### src/design/ordb_pkg.sv
package ordb_pkg;

	localparam int MAX_OUT    = 32;
	localparam int CFG_IDX_W  = 1;
	localparam int CFG_DATA_W = 24;
	localparam int SIZE_W     = 24;
	localparam int PTS_W      = 64;
	localparam int ENTRY_W    = SIZE_W + PTS_W;

	localparam logic [CFG_IDX_W-1:0] CFG_KEEP  = 1'd0;
	localparam logic [CFG_IDX_W-1:0] CFG_LIMIT = 1'd1;

	localparam logic [SIZE_W-1:0] SIZE_LIMIT_RST = 24'd2097152;

	localparam logic [1:0] FUNC_WRITE = 2'd0;
	localparam logic [1:0] FUNC_FLUSH = 2'd1;
	localparam logic [1:0] FUNC_CLEAR = 2'd2;

	localparam logic [2:0] ST_STORED   = 3'd0;
	localparam logic [2:0] ST_DISABLED = 3'd1;
	localparam logic [2:0] ST_BAD_SIZE = 3'd2;
	localparam logic [2:0] ST_FLUSHED  = 3'd3;
	localparam logic [2:0] ST_EMPTY    = 3'd4;
	localparam logic [2:0] ST_CLEARED  = 3'd5;

	typedef struct packed {
		logic [1:0]        func;
		logic [SIZE_W-1:0] gop_size;
		logic [PTS_W-1:0]  gop_pts;
	} in_item_t;

	typedef struct packed {
		logic [2:0]        status;
		logic [4:0]        slot_index;
		logic [SIZE_W-1:0] entry_size;
		logic [PTS_W-1:0]  entry_pts;
		logic              last;
	} out_item_t;

	typedef struct packed {
		logic       op_write;
		logic       op_single;
		logic [2:0] single_st;
		logic       op_clear;
		logic       walk_start;
		logic       walk_read;
		logic       walk_hit;
		logic       walk_finish;
	} dp_cmd_t;

	typedef struct packed {
		logic lim_zero;
		logic cnt_zero;
		logic size_bad;
		logic out_free;
		logic hit;
		logic walk_more;
		logic pend_valid;
	} dp_stat_t;

endpackage

### src/design/ordb_ram.sv
module ordb_ram #(
	parameter int WIDTH = 8,
	parameter int DEPTH = 32
) (
	input  logic                     clk,
	input  logic                     we,
	input  logic [$clog2(DEPTH)-1:0] waddr,
	input  logic [WIDTH-1:0]         wdata,
	input  logic                     re,
	input  logic [$clog2(DEPTH)-1:0] raddr,
	output logic [WIDTH-1:0]         rdata
);

	logic [WIDTH-1:0] mem_q [DEPTH];

	always_ff @(posedge clk) begin
		if (we) begin
			mem_q[waddr] <= wdata;
		end
		if (re) begin
			rdata <= mem_q[raddr];
		end
	end

endmodule

### src/design/ordb_dp.sv
module ordb_dp #(
	parameter int SLOTS = 32
) (
	input  logic                                clk,
	input  logic                                arst_n,
	input  logic                                cfg_we,
	input  logic [ordb_pkg::CFG_IDX_W-1:0]      cfg_index,
	input  logic [ordb_pkg::CFG_DATA_W-1:0]     cfg_data,
	input  ordb_pkg::in_item_t                  in_data,
	input  ordb_pkg::dp_cmd_t                   cmd,
	output ordb_pkg::dp_stat_t                  stat,
	output logic                                out_valid,
	input  logic                                out_stall,
	output ordb_pkg::out_item_t                 out_data
);

	import ordb_pkg::*;

	localparam int PTR_W = $clog2(SLOTS);
	localparam int SUM_W = $clog2(2 * SLOTS);
	localparam int CAP   = (SLOTS < MAX_OUT) ? SLOTS : MAX_OUT;

	logic [5:0]          keep_q;
	logic [SIZE_W-1:0]   limit_q;
	logic [PTR_W-1:0]    wp_q;
	logic [5:0]          cnt_q;
	logic [SLOTS-1:0]    valid_q;
	logic [PTR_W-1:0]    walk_idx_q;
	logic [5:0]          walk_left_q;
	logic                hit_s1;
	logic [PTR_W-1:0]    idx_s1;
	out_item_t           pend_q;
	logic                pend_valid_q;
	out_item_t           out_q;
	logic                out_valid_q;

	logic [5:0]          lim;
	logic                keep_wr;
	logic                empty_ring;
	logic [SUM_W-1:0]    start_sum;
	logic [PTR_W-1:0]    oldest_idx;
	logic [PTR_W-1:0]    wp_next;
	logic [PTR_W-1:0]    walk_next;
	logic [ENTRY_W-1:0]  rdata;
	logic                out_free;
	logic                load_out;
	out_item_t           out_next;
	out_item_t           hit_item;

	assign lim        = (keep_q > 6'(CAP)) ? 6'(CAP) : keep_q;
	assign keep_wr    = cfg_we && (cfg_index == CFG_KEEP);
	assign empty_ring = keep_wr || cmd.op_clear;

	// oldest counted slot: (wp - cnt) mod SLOTS
	assign start_sum = SUM_W'(wp_q) + SUM_W'(SLOTS) - SUM_W'(cnt_q);
	assign oldest_idx = (start_sum >= SUM_W'(SLOTS)) ? PTR_W'(start_sum - SUM_W'(SLOTS))
		: PTR_W'(start_sum);

	assign wp_next   = (wp_q == PTR_W'(SLOTS - 1)) ? '0 : wp_q + 1'b1;
	assign walk_next = (walk_idx_q == PTR_W'(SLOTS - 1)) ? '0 : walk_idx_q + 1'b1;

	ordb_ram #(
		.WIDTH (ENTRY_W),
		.DEPTH (SLOTS)
	) u_ram (
		.clk   (clk),
		.we    (cmd.op_write),
		.waddr (wp_q),
		.wdata ({in_data.gop_size, in_data.gop_pts}),
		.re    (cmd.walk_read),
		.raddr (walk_idx_q),
		.rdata (rdata)
	);

	always_ff @(posedge clk or negedge arst_n) begin
		if (!arst_n) begin
			keep_q  <= '0;
			limit_q <= SIZE_LIMIT_RST;
		end else if (cfg_we) begin
			if (cfg_index == CFG_KEEP) begin
				keep_q <= cfg_data[5:0];
			end else begin
				limit_q <= cfg_data;
			end
		end
	end

	always_ff @(posedge clk or negedge arst_n) begin
		if (!arst_n) begin
			wp_q    <= '0;
			cnt_q   <= '0;
			valid_q <= '0;
		end else if (empty_ring) begin
			wp_q    <= '0;
			cnt_q   <= '0;
			valid_q <= '0;
		end else begin
			if (cmd.op_write) begin
				valid_q[wp_q] <= 1'b1;
				wp_q          <= wp_next;
				if (cnt_q < lim) begin
					cnt_q <= cnt_q + 1'b1;
				end
			end
			if (cmd.walk_start) begin
				cnt_q <= '0;
			end
			if (cmd.walk_read) begin
				valid_q[walk_idx_q] <= 1'b0;
			end
		end
	end

	always_ff @(posedge clk or negedge arst_n) begin
		if (!arst_n) begin
			walk_idx_q   <= '0;
			walk_left_q  <= '0;
			hit_s1       <= 1'b0;
			pend_valid_q <= 1'b0;
			out_valid_q  <= 1'b0;
		end else begin
			if (cmd.walk_start) begin
				walk_idx_q   <= oldest_idx;
				walk_left_q  <= cnt_q;
				pend_valid_q <= 1'b0;
			end
			if (cmd.walk_read) begin
				walk_idx_q  <= walk_next;
				walk_left_q <= walk_left_q - 1'b1;
				hit_s1      <= valid_q[walk_idx_q];
			end
			if (cmd.walk_hit) begin
				pend_valid_q <= 1'b1;
			end
			if (cmd.walk_finish) begin
				pend_valid_q <= 1'b0;
			end
			out_valid_q <= load_out || (out_valid_q && out_stall);
		end
	end

	always_comb begin
		hit_item            = '0;
		hit_item.status     = ST_FLUSHED;
		hit_item.slot_index = 5'(idx_s1);
		hit_item.entry_size = rdata[ENTRY_W-1:PTS_W];
		hit_item.entry_pts  = rdata[PTS_W-1:0];
		hit_item.last       = 1'b0;
	end

	always_comb begin
		out_next = '0;
		load_out = 1'b0;
		if (cmd.op_write) begin
			load_out            = 1'b1;
			out_next.status     = ST_STORED;
			out_next.slot_index = 5'(wp_q);
			out_next.last       = 1'b1;
		end else if (cmd.op_single) begin
			load_out        = 1'b1;
			out_next.status = cmd.single_st;
			out_next.last   = 1'b1;
		end else if (cmd.walk_hit && pend_valid_q) begin
			load_out = 1'b1;
			out_next = pend_q;
		end else if (cmd.walk_finish) begin
			load_out = 1'b1;
			if (pend_valid_q) begin
				out_next      = pend_q;
				out_next.last = 1'b1;
			end else begin
				out_next.status = ST_EMPTY;
				out_next.last   = 1'b1;
			end
		end
	end

	always_ff @(posedge clk) begin
		if (cmd.walk_read) begin
			idx_s1 <= walk_idx_q;
		end
		if (cmd.walk_hit) begin
			pend_q <= hit_item;
		end
		if (load_out) begin
			out_q <= out_next;
		end
	end

	assign out_free = !out_valid_q || !out_stall;

	assign stat.lim_zero   = (lim == '0);
	assign stat.cnt_zero   = (cnt_q == '0);
	assign stat.size_bad   = (in_data.gop_size == '0) || (in_data.gop_size > limit_q);
	assign stat.out_free   = out_free;
	assign stat.hit        = hit_s1;
	assign stat.walk_more  = (walk_left_q != '0);
	assign stat.pend_valid = pend_valid_q;

	assign out_valid = out_valid_q;
	assign out_data  = out_q;

endmodule

### src/design/ordb_ctrl.sv
module ordb_ctrl (
	input  logic               clk,
	input  logic               arst_n,
	input  logic               in_valid,
	input  logic [1:0]         in_func,
	output logic               in_stall,
	input  ordb_pkg::dp_stat_t stat,
	output ordb_pkg::dp_cmd_t  cmd
);

	import ordb_pkg::*;

	typedef enum logic [3:0] {
		S_IDLE = 4'b0001,
		S_READ = 4'b0010,
		S_EVAL = 4'b0100,
		S_FIN  = 4'b1000
	} state_t;

	state_t state_q;
	state_t state_d;
	logic   accept;

	assign in_stall = !((state_q == S_IDLE) && stat.out_free);
	assign accept   = in_valid && !in_stall;

	always_comb begin
		cmd     = '0;
		state_d = state_q;
		case (state_q)
			S_IDLE: begin
				if (accept) begin
					case (in_func)
						FUNC_WRITE: begin
							if (stat.lim_zero) begin
								cmd.op_single = 1'b1;
								cmd.single_st = ST_DISABLED;
							end else if (stat.size_bad) begin
								cmd.op_single = 1'b1;
								cmd.single_st = ST_BAD_SIZE;
							end else begin
								cmd.op_write = 1'b1;
							end
						end
						FUNC_FLUSH: begin
							if (stat.lim_zero || stat.cnt_zero) begin
								cmd.op_single = 1'b1;
								cmd.single_st = ST_EMPTY;
							end else begin
								cmd.walk_start = 1'b1;
								state_d        = S_READ;
							end
						end
						FUNC_CLEAR: begin
							cmd.op_clear  = 1'b1;
							cmd.op_single = 1'b1;
							cmd.single_st = ST_CLEARED;
						end
						default: begin
						end
					endcase
				end
			end
			S_READ: begin
				cmd.walk_read = 1'b1;
				state_d       = S_EVAL;
			end
			S_EVAL: begin
				// a hit pushes the held entry out first, so wait for room
				if (!stat.hit || !stat.pend_valid || stat.out_free) begin
					cmd.walk_hit = stat.hit;
					state_d      = stat.walk_more ? S_READ : S_FIN;
				end
			end
			S_FIN: begin
				if (stat.out_free) begin
					cmd.walk_finish = 1'b1;
					state_d         = S_IDLE;
				end
			end
			default: begin
				state_d = S_IDLE;
			end
		endcase
	end

	always_ff @(posedge clk or negedge arst_n) begin
		if (!arst_n) begin
			state_q <= S_IDLE;
		end else begin
			state_q <= state_d;
		end
	end

endmodule

### src/design/overwrite_ring_descriptor_buffer.sv
// channel  | valid     | stall     | payload
// ---------+-----------+-----------+-----------------------------------------
// input    | in_valid  | in_stall  | in_data  (func, gop_size, gop_pts)
// output   | out_valid | out_stall | out_data (status, slot_index, entry_size,
//          |           |           |           entry_pts, last)
// config   | cfg_we    | -         | cfg_index, cfg_data
//
// write, clear and rejected items: one beat per cycle is possible unless stalled
// a flush reads each counted slot from the descriptor ram, oldest first, and
// checks it; a one-entry holding register holds each hit to find the last beat
// after reset the ring is empty, keep_slots is 0 and size_limit is 2097152
// input is taken only when idle and the output register is empty or being drained
// output stalls hold the walk only where it must send a beat; nothing is dropped
module overwrite_ring_descriptor_buffer #(
	parameter int SLOTS = 32
) (
	input  logic                            clk,
	input  logic                            arst_n,
	input  logic                            in_valid,
	output logic                            in_stall,
	input  ordb_pkg::in_item_t              in_data,
	output logic                            out_valid,
	input  logic                            out_stall,
	output ordb_pkg::out_item_t             out_data,
	input  logic                            cfg_we,
	input  logic [ordb_pkg::CFG_IDX_W-1:0]  cfg_index,
	input  logic [ordb_pkg::CFG_DATA_W-1:0] cfg_data
);

	import ordb_pkg::*;

	dp_cmd_t  cmd;
	dp_stat_t stat;

	ordb_ctrl u_ctrl (
		.clk      (clk),
		.arst_n   (arst_n),
		.in_valid (in_valid),
		.in_func  (in_data.func),
		.in_stall (in_stall),
		.stat     (stat),
		.cmd      (cmd)
	);

	ordb_dp #(
		.SLOTS (SLOTS)
	) u_dp (
		.clk       (clk),
		.arst_n    (arst_n),
		.cfg_we    (cfg_we),
		.cfg_index (cfg_index),
		.cfg_data  (cfg_data),
		.in_data   (in_data),
		.cmd       (cmd),
		.stat      (stat),
		.out_valid (out_valid),
		.out_stall (out_stall),
		.out_data  (out_data)
	);

	a_hit_room: assert property (@(posedge clk) disable iff (!arst_n)
		cmd.walk_hit && stat.pend_valid |-> stat.out_free)
		else $error("held flush entry pushed into a busy output register");

	a_read_eval: assert property (@(posedge clk) disable iff (!arst_n)
		cmd.walk_read |=> !cmd.walk_read)
		else $error("descriptor read issued twice without evaluation");

	a_start_read: assert property (@(posedge clk) disable iff (!arst_n)
		cmd.walk_start |=> cmd.walk_read)
		else $error("flush walk did not begin with a read");

	a_write_ok: assert property (@(posedge clk) disable iff (!arst_n)
		cmd.op_write |-> !stat.lim_zero && !stat.size_bad && stat.out_free)
		else $error("store issued while disabled, bad size or output busy");

endmodule
### config.mk
export PLATFORM = sky130hd
export DESIGN_NAME = overwrite_ring_descriptor_buffer
export DESIGN_NICKNAME = d
export VERILOG_FILES = /design/src/design/ordb_pkg.sv /design/src/design/ordb_ram.sv /design/src/design/ordb_dp.sv /design/src/design/ordb_ctrl.sv /design/src/design/overwrite_ring_descriptor_buffer.sv
export SDC_FILE = /design/constraint.sdc
export NUM_CORES = 2
export LEC_CHECK = 0
export ABC_AREA = 1
export BUFFER_PORTS_ARGS = -buffer_cell sky130_fd_sc_hd__buf_4
export CAP_MARGIN = 20
export CELL_PAD_IN_SITES_DETAIL_PLACEMENT = 2
export CELL_PAD_IN_SITES_GLOBAL_PLACEMENT = 2
export CORE_MARGIN = 2
export CORE_UTILIZATION = 36
export CTS_CLUSTER_SIZE = 40
export DETAILED_ROUTE_END_ITERATION = 10
export PLACE_DENSITY = 0.76
export SETUP_SLACK_MARGIN = 0.15
export SLEW_MARGIN = 20
export SYNTH_ARGS = -nofsm -noshare
export SYNTH_HDL_FRONTEND = slang
export SYNTH_SLANG_ARGS = --single-unit
### constraint.sdc
create_clock -name clk -period 9.3 [get_ports clk]
set_input_delay 0.465 -clock clk [delete_from_list [all_inputs] [get_ports clk]]
set_output_delay 0.465 -clock clk [all_outputs]
set_load 0.02 [all_outputs]
==> impl_metrics.ini <==
[run_status]
status = finished clean

[timing]
fin_skew_ns = 0.04371
rsz0062_at_grt = false
fin_hold_ws_ns = 0.07148
finalCritPeriodShare = 0.5864
hold_violations = 0
setup_tns_ns = 0
setup_viol = 0
min_period_ns = 5.453
relSlewSlack = 0.1987
worst_slew_pin_slew_ns = 1.202
fmax_mhz = 183.4
drv_slew = 0

[routing]
route.detailed.drc = 0
firstDrtPassIters = 6
drt-total-wl_mm = 481.9
drt_iter0_drc = 9218
vias = 82717
ant_nets = 0
routedWlPerCell_microns = 35.26
viasPerCell = 6.053

[clock_tree]
cts_tree = built
cts_resized = 0
worstSkewPairLatency_ns = 0.94
cts_buffer_depth = 4
clockRootBuffer = clkbuf_16
cts_setup_buffers = 0
cts_buffers = 338
clock_sinks = 3190
htree_levels = 5
clkSlewWorstSetupHoldPaths_ns = 0.06

[synth]
yosys.area.top_type_share = 0.7620
avgSynthCellArea_sq_um = 14.13
ys_ff_latch = 3190
yosysWarnings = 0
seq_area_frac_synth = 0.7807
yosysMostFrequentCell = edfxtp_1
synth_edf_count = 3099
ys_top_cells_by_count = edfxtp_1, nor2_1, o21ai_0
synth_area_leaders = edfxtp_1, o21ai_0, nor2_1, o22ai_1, dfrtp_1
synth_top_cell_by_area = edfxtp_1
async_reset_ff_frac = 0.02853
syn_area_sq_um = 122100
syn-num-nets = 8808
synth_flop_cell = edfxtp_1
synthCells = 8640
yosysUniqueCellTypes = 47

[setup_path]
required_ns = 9.83
reg2reg_slack_ns = 3.85
critical_path.max_fanout = 49
critPathKind = register to register
reg2reg_to = u_dp.u_ram.mem_q[17][57]
arrival_ns = 5.98
end_kind = register
crit_path_start_kind = register
reg2reg_from = u_dp.limit_q[21]
reg2regPathDepth = 13

[die]
dieHeight_microns = 586.4
core_sq_um = 337100
die_w_microns = 586.4
initial_core_util = 0.3622
dieArea_sq_um = 343900
rows = 213
ios = 219

[global_route]
antenna_found_initial = 31
overflow = 0
grt_max_degree = 186
grt_pass1_wl_mm = 679.5
grt_util_all_layers = 0.2739
grt_pass1_vias = 90591

[worst_hold_path]
min_from = in_valid
hold_class = input pin to register
holdPathStages = 3
worst_hold_path.endpoint = u_dp.out_data[95]

[placement]
dpl_cell_area_sq_um = 128800
place_hpwl_mm = 240.8
gp_congestion = 0.7729
placement.io_buffers = 218
place_inst = 12921

[pwr]
ir_drop_uv = 335.8
leakage_nw = 45.83
pwr_density_cell_nw_per_um2 = 297.7

[layout]
area_delta_synth_final_pct = 15.22
drive_above_1_share = 0.09397
fillers = 33011
final_area_sq_um = 140700
fin_nets = 9036
fin_cells = 13666

[flow_run]
drv_cap = 0
layout by cell type (no fill, tap or decap), drive strengths merged, types with 111 or more instances in the layout:
cell type,n
nor2,1627
nand2,375
edfxtp,3099
o21ai,1486
a22o,145
clkbuf,427
buf,354
dlygate4sd3,121
clkinv,145
inv,111
a221oi,168
o22ai,719
per-stage QoR:
step / util / total power [W] / setup WS (ns)
3_5_place_dp: 0.3819 / 0.02791 / 3.821
2_1_floorplan: - / 0.02333 / 0.9611
5_1_grt: 0.4173 / 0.04319 / 3.777
4_1_cts: 0.4172 / 0.04190 / 3.991
3_3_place_gp: 0.3819 / 0.02698 / 4.170
6_report: 0.4174 / 0.04189 / 3.847
how the worst max path moves through the flow:
| stage | from | depth (start not counted) | endpoint |
|---|---|---|---|
| 2_1_floorplan | u_dp.limit_q[21] | 11 | u_dp.u_ram.mem_q[24][0] |
| 3_3_place_gp | in_data[87] | 12 | u_dp.u_ram.mem_q[17][57] |
| 3_5_place_dp | in_data[87] | 13 | u_dp.u_ram.mem_q[17][52] |
| 4_1_cts | u_dp.limit_q[21] | 13 | u_dp.u_ram.mem_q[17][57] |
| 5_1_grt | u_dp.limit_q[21] | 13 | u_dp.u_ram.mem_q[17][57] |
| 6_report | u_dp.limit_q[21] | 13 | u_dp.u_ram.mem_q[17][57] |
area by class of cell:
| class | instances | area, sq um | share of cell area |
|---|---|---|---|
| Antenna cell | 10 | 25.02 | 0.0001778 |
| Clock buffer | 427 | 9011 | 0.06404 |
| Clock inverter | 186 | 1660 | 0.01180 |
| Inverter | 104 | 417.9 | 0.002970 |
| Multi-Input combinational cell | 4759 | 24300 | 0.1727 |
| Sequential cell | 3190 | 95350 | 0.6776 |
| Tap cell | 4515 | 5649 | 0.04015 |
| Timing Repair Buffer | 475 | 4295 | 0.03053 |
state kept, by name, indices dropped and copies added (netlist names), 4 cells and up:
register,flops
u_dp.wp_q,5
u_dp.cnt_q,6
u_dp.valid_q,32
u_dp.keep_q,6
u_dp.walk_idx_q,5
u_ctrl.state_q,4
u_dp.out_data,97
u_dp.walk_left_q,6
u_dp.u_ram.rdata,88
u_dp.u_ram.mem_q,2816
u_dp.limit_q,24
u_dp.pend_q,93
u_dp.idx_s1,5
cell families after synthesis:
| logic type | count (synthesis) | synth area share |
|---|---|---|
| AO/OA/AOI/OAI | 2581 | 0.1232 |
| XOR/XNOR | 9 | 0.0006455 |
| adder cells (fa/ha/maj) | 48 | 0.004979 |
| buffers and inverters | 691 | 0.02246 |
| flip-flops | 3190 | 0.7807 |
| multiplexers | 1 | 0.00009220 |
| AND/OR/NAND/NOR | 2120 | 0.06795 |
power by group:
group | total, W | switching [W] | internal, W
combinational | 0.0116 | 0.00862 | 0.00294
sequential | 0.0167 | 0.000314 | 0.0163
clock | 0.0137 | 0.00609 | 0.00759
total | 0.0419 | 0.0150 | 0.0269
layer usage:
layer / part of all wire / up-vias / track usage
met1: 0.37 / 44409 / 0.3314
met4: 0.045 / 20 / 0.1144
met2: 0.52 / 3888 / 0.4865
met5: 0.00028 / - / 0
met3: 0.065 / 1170 / 0.04023
li1: - / 33230 / -
critical path, cell delays in order (launching register included):
cell	delay, ns
dfstp_2	0.51
inv_1	0.07
ha_1	0.35
nand2_1	0.08
nor2_1	0.14
nand2_1	0.14
nor3_1	0.28
nand3_1	0.14
nand2_1	0.29
nand3_4	0.32
buf_4	0.43
nor3_4	0.23
buf_4	0.89
buf_4	0.94
what timing repair did:
action                                   CTS  global route
hold endpoints to repair                2874             0
hold buffers                             121             0
endpoints found under the setup margin     0             0
Note: power is estimated with default switching activity, not from simulation.
